==> config.mk <==
export PLATFORM = sky130hd
export DESIGN_NAME = ticu_ctrl
export DESIGN_NICKNAME = d
export VERILOG_FILES = /design/src/ticu_pkg.sv /design/src/ticu_ctrl.sv
export SDC_FILE = /design/constraint.sdc
export NUM_CORES = 1
export LEC_CHECK = 0
export ABC_AREA = 0
export BUFFER_PORTS_ARGS = -buffer_cell sky130_fd_sc_hd__buf_2
export CORE_AREA = 4 4 41 43
export DETAILED_ROUTE_END_ITERATION = 7
export DIE_AREA = 0 0 45 47
export PLACE_DENSITY_LB_ADDON = 0.08
export SLEW_MARGIN = 20
export SYNTH_ARGS = -nofsm -noshare
export SYNTH_HDL_FRONTEND = slang
export SYNTH_SLANG_ARGS = --single-unit
==> constraint.sdc <==
create_clock -name clk -period 2.6 [get_ports clk]
set_input_delay 0.52 -clock clk [delete_from_list [all_inputs] [get_ports clk]]
set_output_delay 0.52 -clock clk [all_outputs]
set_load 0.05 [all_outputs]
==> src/ticu_pkg.sv <==
// ----------------------------------------------------------------------------
// ticu_pkg
// Shared types, codes and helpers of the tiny instruction machine control unit.
// ----------------------------------------------------------------------------
package ticu_pkg;

  localparam int unsigned MEM_DEPTH_DEF  = 2048;
  localparam int unsigned IO_DEPTH_DEF   = 32;
  localparam int unsigned STEP_LIMIT_DEF = 2048;

  localparam int unsigned ADDR_W      = 11;
  localparam int unsigned WORD_W      = 16;
  localparam int unsigned OP_W        = 5;
  localparam int unsigned BYTE_W      = 8;
  localparam int unsigned FUNC_W      = 2;
  localparam int unsigned STATUS_W    = 2;
  localparam int unsigned STEP_W      = 12;
  localparam int unsigned IN_TDATA_W  = 24;
  localparam int unsigned OUT_TDATA_W = 80;

  localparam logic [STEP_W-1:0] STEP_SAT = 12'hFFF;

  // Item kinds carried in the input tuser.
  localparam logic [FUNC_W-1:0] FUNC_LOAD_MEM = 2'd0;
  localparam logic [FUNC_W-1:0] FUNC_LOAD_IO  = 2'd1;
  localparam logic [FUNC_W-1:0] FUNC_EXEC     = 2'd2;

  // Run status codes.
  localparam logic [STATUS_W-1:0] RUN_ACTIVE = 2'd0;
  localparam logic [STATUS_W-1:0] RUN_EOP    = 2'd1;
  localparam logic [STATUS_W-1:0] RUN_LIMIT  = 2'd2;

  // Instruction opcodes.
  localparam logic [OP_W-1:0] OP_WM  = 5'h01;
  localparam logic [OP_W-1:0] OP_RM  = 5'h02;
  localparam logic [OP_W-1:0] OP_BR  = 5'h03;
  localparam logic [OP_W-1:0] OP_RIO = 5'h04;
  localparam logic [OP_W-1:0] OP_WIO = 5'h05;
  localparam logic [OP_W-1:0] OP_WB  = 5'h06;
  localparam logic [OP_W-1:0] OP_WIB = 5'h07;
  localparam logic [OP_W-1:0] OP_EOP = 5'h1F;

  typedef enum logic [2:0] {
    ST_CLEAR,
    ST_IDLE,
    ST_DISPATCH,
    ST_FETCH_LO,
    ST_DECODE,
    ST_LOAD,
    ST_DONE
  } ticu_state_t;

  typedef struct packed {
    logic clear;
    logic latch_in;
    logic wr_mem_load;
    logic wr_io_load;
    logic fetch;
    logic latch_hi;
    logic exec;
    logic load_result;
    logic capture;
  } ticu_cmd_t;

  typedef struct packed {
    logic [FUNC_W-1:0] func;
    logic              running;
    logic [OP_W-1:0]   fetch_op;
    logic              clear_last;
  } ticu_stat_t;

  // Reduces an 11-bit address modulo a constant depth by compare and subtract
  // of the depth shifted up; steps whose shifted depth exceeds the address
  // range fold away at elaboration.
  function automatic logic [ADDR_W-1:0] mod_depth(input logic [ADDR_W-1:0] a,
                                                  input int unsigned depth);
    logic [ADDR_W:0] r;
    r = {1'b0, a};
    for (int k = ADDR_W - 1; k >= 0; k--) begin
      if ((depth << k) < (1 << ADDR_W) && r >= (ADDR_W+1)'(depth << k)) begin
        r = r - (ADDR_W+1)'(depth << k);
      end
    end
    return r[ADDR_W-1:0];
  endfunction

endpackage

==> src/ticu_ctrl.sv <==
// ----------------------------------------------------------------------------
// ticu_ctrl
// Sequencer of the control unit: handshakes, clearing pass and step phases.
// ----------------------------------------------------------------------------
module ticu_ctrl
  import ticu_pkg::*;
(
  input  logic       clk,
  input  logic       rst,
  input  logic       s_tvalid,
  output logic       s_tready,
  output logic       m_tvalid,
  input  logic       m_tready,
  output ticu_cmd_t  cmd,
  input  ticu_stat_t stat
);

  ticu_state_t state;
  ticu_state_t state_next;
  logic        out_valid;

  always_ff @(posedge clk) begin
    if (rst) begin
      state     <= ST_CLEAR;
      out_valid <= 1'b0;
    end else begin
      state <= state_next;
      if (cmd.capture) begin
        out_valid <= 1'b1;
      end else if (m_tready) begin
        out_valid <= 1'b0;
      end
    end
  end

  assign m_tvalid = out_valid;

  always_comb begin
    state_next = state;
    case (state)
      ST_CLEAR: begin
        if (stat.clear_last) state_next = ST_IDLE;
      end
      ST_IDLE: begin
        if (s_tvalid) state_next = ST_DISPATCH;
      end
      ST_DISPATCH: begin
        if (stat.func == FUNC_EXEC && stat.running) state_next = ST_FETCH_LO;
        else state_next = ST_DONE;
      end
      ST_FETCH_LO: state_next = ST_DECODE;
      ST_DECODE: begin
        if (stat.fetch_op inside {OP_RM, OP_RIO}) state_next = ST_LOAD;
        else state_next = ST_DONE;
      end
      ST_LOAD: state_next = ST_DONE;
      ST_DONE: begin
        if (!out_valid || m_tready) state_next = ST_IDLE;
      end
      default: state_next = ST_IDLE;
    endcase
  end

  always_comb begin
    cmd      = '0;
    s_tready = 1'b0;
    case (state)
      ST_CLEAR: cmd.clear = 1'b1;
      ST_IDLE: begin
        s_tready     = 1'b1;
        cmd.latch_in = s_tvalid;
      end
      ST_DISPATCH: begin
        cmd.wr_mem_load = (stat.func == FUNC_LOAD_MEM);
        cmd.wr_io_load  = (stat.func == FUNC_LOAD_IO);
        cmd.fetch       = (stat.func == FUNC_EXEC) && stat.running;
      end
      ST_FETCH_LO: begin
        cmd.fetch    = 1'b1;
        cmd.latch_hi = 1'b1;
      end
      ST_DECODE: cmd.exec = 1'b1;
      ST_LOAD:   cmd.load_result = 1'b1;
      ST_DONE:   cmd.capture = !out_valid || m_tready;
      default: begin
        cmd      = '0;
        s_tready = 1'b0;
      end
    endcase
  end

endmodule

==> impl_metrics.toml <==
[outcome]
status = "complete, no violations"

[clocking]
cts.sinks = 4
path_clk_slew_ns = 0.04
cts_resized = 0
clk_path_buf_depth = 2
clk_latency_ns = 0.23
post_cts_buffers = 0
clockRootBuffer = "clkbuf_4"
cts_htree_levels = 1
cts_inserted_buffers = 3
cts_tree = "done"
hold_buffers = 0

[power]
p_leak_nw = 0.241
clockPowerShare = 0.359
seqPwrFrac = 0.334
p_int_w = 0.000141
power.share.switching = 0.344
p_per_area_nw_per_um2 = 445
switchingPower_w = 0.0000739
peakVddDrop_v = 0.000162
combPwrFrac = 0.307
power_w = 0.000215

[detailed_routing]
drtAntennaViolNets = 0
dr.max_layer_used = "met4"
drt-total-wl_um = 904
drt_pass1_iterations = 2
drtIter0Drc = 1
wl_met3_um = 92
vias_per_cell = 4.86
wl_met2_um = 357
vias = 394
wl_per_cell_um = 11.2
drcViolationCount = 0
m1WireLength_um = 409

[setup_path]
crit_path_start_kind = "flop"
arrival_ns = 1.72
cp_cell_sequence = "nor3b_1 -> or3b_1 -> nand2b_1 -> buf_2"
critical_path.max_fanout = 9
critPathKind = "flop to output port"
cp-end-kind = "output port"
crit_slowest_cell = "dfxtp_1"
critPathMaxStageDelay_ns = 0.48
required_ns = 2.08

[sta]
finClkSkew_ns = 0.00257
slew_violations = 0
rsz0062_at_grt = "false"
worstMarginPinSlew_ns = 0.372
finalSetupTns_ns = 0
maxSlewHeadroom = 0.751
final.setup.worst_slack_ns = 0.360
fmax_mhz = 446
fin_crit_sh = 0.862
setup_violations = 0
hold_violations = 0
layout_min_cycle_time_ns = 2.24

[layout]
drive_gt1_frac = 0.424
finish.net_count = 81
fin_cells = 81
num_antenna_cells = 0
final_common_cell = "buf_2"
final_cell_mix = "23 x buf_2, 4 x dfxtp_1"
syn_to_final_growth_pct = 35.4
fillerInstances = 154

[yosys]
synth-compound-area-share = 0.218
ys_warn_count = 0
syn_area_um2 = 357
postSynthCellCount = 44
synth_nets = 57
yosys.area_share.adder = 0
yosysUniqueCellTypes = 28
synth-xor-area-share = 0.0246
yosys.area_share.simple = 0.414
synth_top_area_share = 0.225
synth_area_per_cell_um2 = 8.10
synth_area_leader_cell = "dfxtp_1"
muxShareOfSynthArea = 0
synth_top_family_by_area = "simple AND/OR/NAND/NOR gates"
synth-seq-cells = 4
ys_seq_area_frac = 0.225
synth_area_leaders = "dfxtp_1 22%, buf_6 6.3%, nor3b_1 6.3%, and2_1 5.3%, nor3_1 4.2%"

[placed_design]
finalWeightedCongestion = 0.672
hpwl_um = 746
place_ws_ns = 0.608
dp.cells = 78
portBuffers = 23

[die]
pin_count = 24
chipWidth_um = 45
rows = 13
core_area_um2 = 1300
die_h_um = 47
initial_utilization = 0.274
dieArea_um2 = 2120

[global_route]
grt_max_degree = 12
first_global_vias = 354
antenna_found_initial = 0
grt_first_pass_wirelength_mm = 1.39
grt_usage = 0.0972
grt_overflow_total = 0

[min_path]
min_path_type = "input port to flop"

[flow_run]
maxCapViolations = 0
state kept, by name (all words and copies together) (netlist names):
register	cells
state	3
m_tvalid	1
final cells by class:
| class | count | area (um2) | area share |
|---|---|---|---|
| Clock buffer | 3 | 22.5 | 0.0466 |
| Tap cell | 15 | 18.8 | 0.0389 |
| Inverter | 2 | 7.51 | 0.0155 |
| Sequential cell | 4 | 80.1 | 0.166 |
| Timing Repair Buffer | 23 | 115 | 0.238 |
| Multi-Input combinational cell | 34 | 239 | 0.495 |
cell families (layout without fill, tap and decap cells):
family / count (synthesis) / after routing
buffers and inverters: 6 / 28
flip-flops: 4 / 4
AO/OA/AOI/OAI: 10 / 10
AND/OR/NAND/NOR: 23 / 23
XOR/XNOR: 1 / 1
per-stage QoR:
stage	hold WS, ns	utilization	instance area [um2]
after global routing	0.503	0.371	483
after global placement	0.682	0.354	460
after detailed placement	0.674	0.354	460
final	0.495	0.371	483
after floorplan	0.589	-	362
after CTS	0.488	0.371	483
worst paths after layout:
path	startpoint	end	slack [ns]	depth (start not counted)
worst max-delay path	state[1]$_SDFFE_PP0P_	cmd[4]	0.36	4
worst min-delay path	rst	state[2]$_SDFFE_PP0P_	0.49	2
worst max register to register	state[0]$_SDFFE_PP0P_	state[0]$_SDFFE_PP0P_	1.25	3
worst min register to register	m_tvalid$_SDFFE_PP0P_	m_tvalid$_SDFFE_PP0P_	0.67	3
cells in the mapped netlist:
cell       number
and2b_1         1
nor3b_2         1
and3b_1         1
and2_1          3
a2bb2oi_1       1
o31ai_1         1
a221o_1         1
buf_6           2
inv_1           2
nor2_1          3
a21oi_1         1
and3_1          1
a22oi_1         1
nand2_1         1
nor3_1          3
a211oi_1        2
buf_2           1
o41ai_1         1
nor2b_1         2
nor3b_1         3
a221oi_1        1
or3b_1          1
xnor2_1         1
dfxtp_1         4
a31oi_1         1
buf_4           1
nand2b_1        2
nand3b_1        1
metal layers:
metal	vias up	global-route usage
li1	203	-
met1	165	0.118
met2	22	0.130
met3	4	0.00383
met4	0	0.140
met5	-	0
power by group through the flow:
stage	logic, W	clock network (W)	registers, W
after floorplan	0.0000543	0	0.0000664
after detailed placement	0.0000669	0	0.0000724
final	0.0000660	0.0000773	0.0000718
after global placement	0.0000669	0	0.0000730
after global routing	0.0000722	0.0000799	0.0000730
after CTS	0.0000670	0.0000806	0.0000717
worst max-delay path, delay by kind of cell (launching register included):
family | cells | cell delay [ns]
buffers and inverters | 1 | 0.25
flip-flops | 1 | 0.48
AND/OR/NAND/NOR | 3 | 0.75
Note: power is estimated with default switching activity, not from simulation.
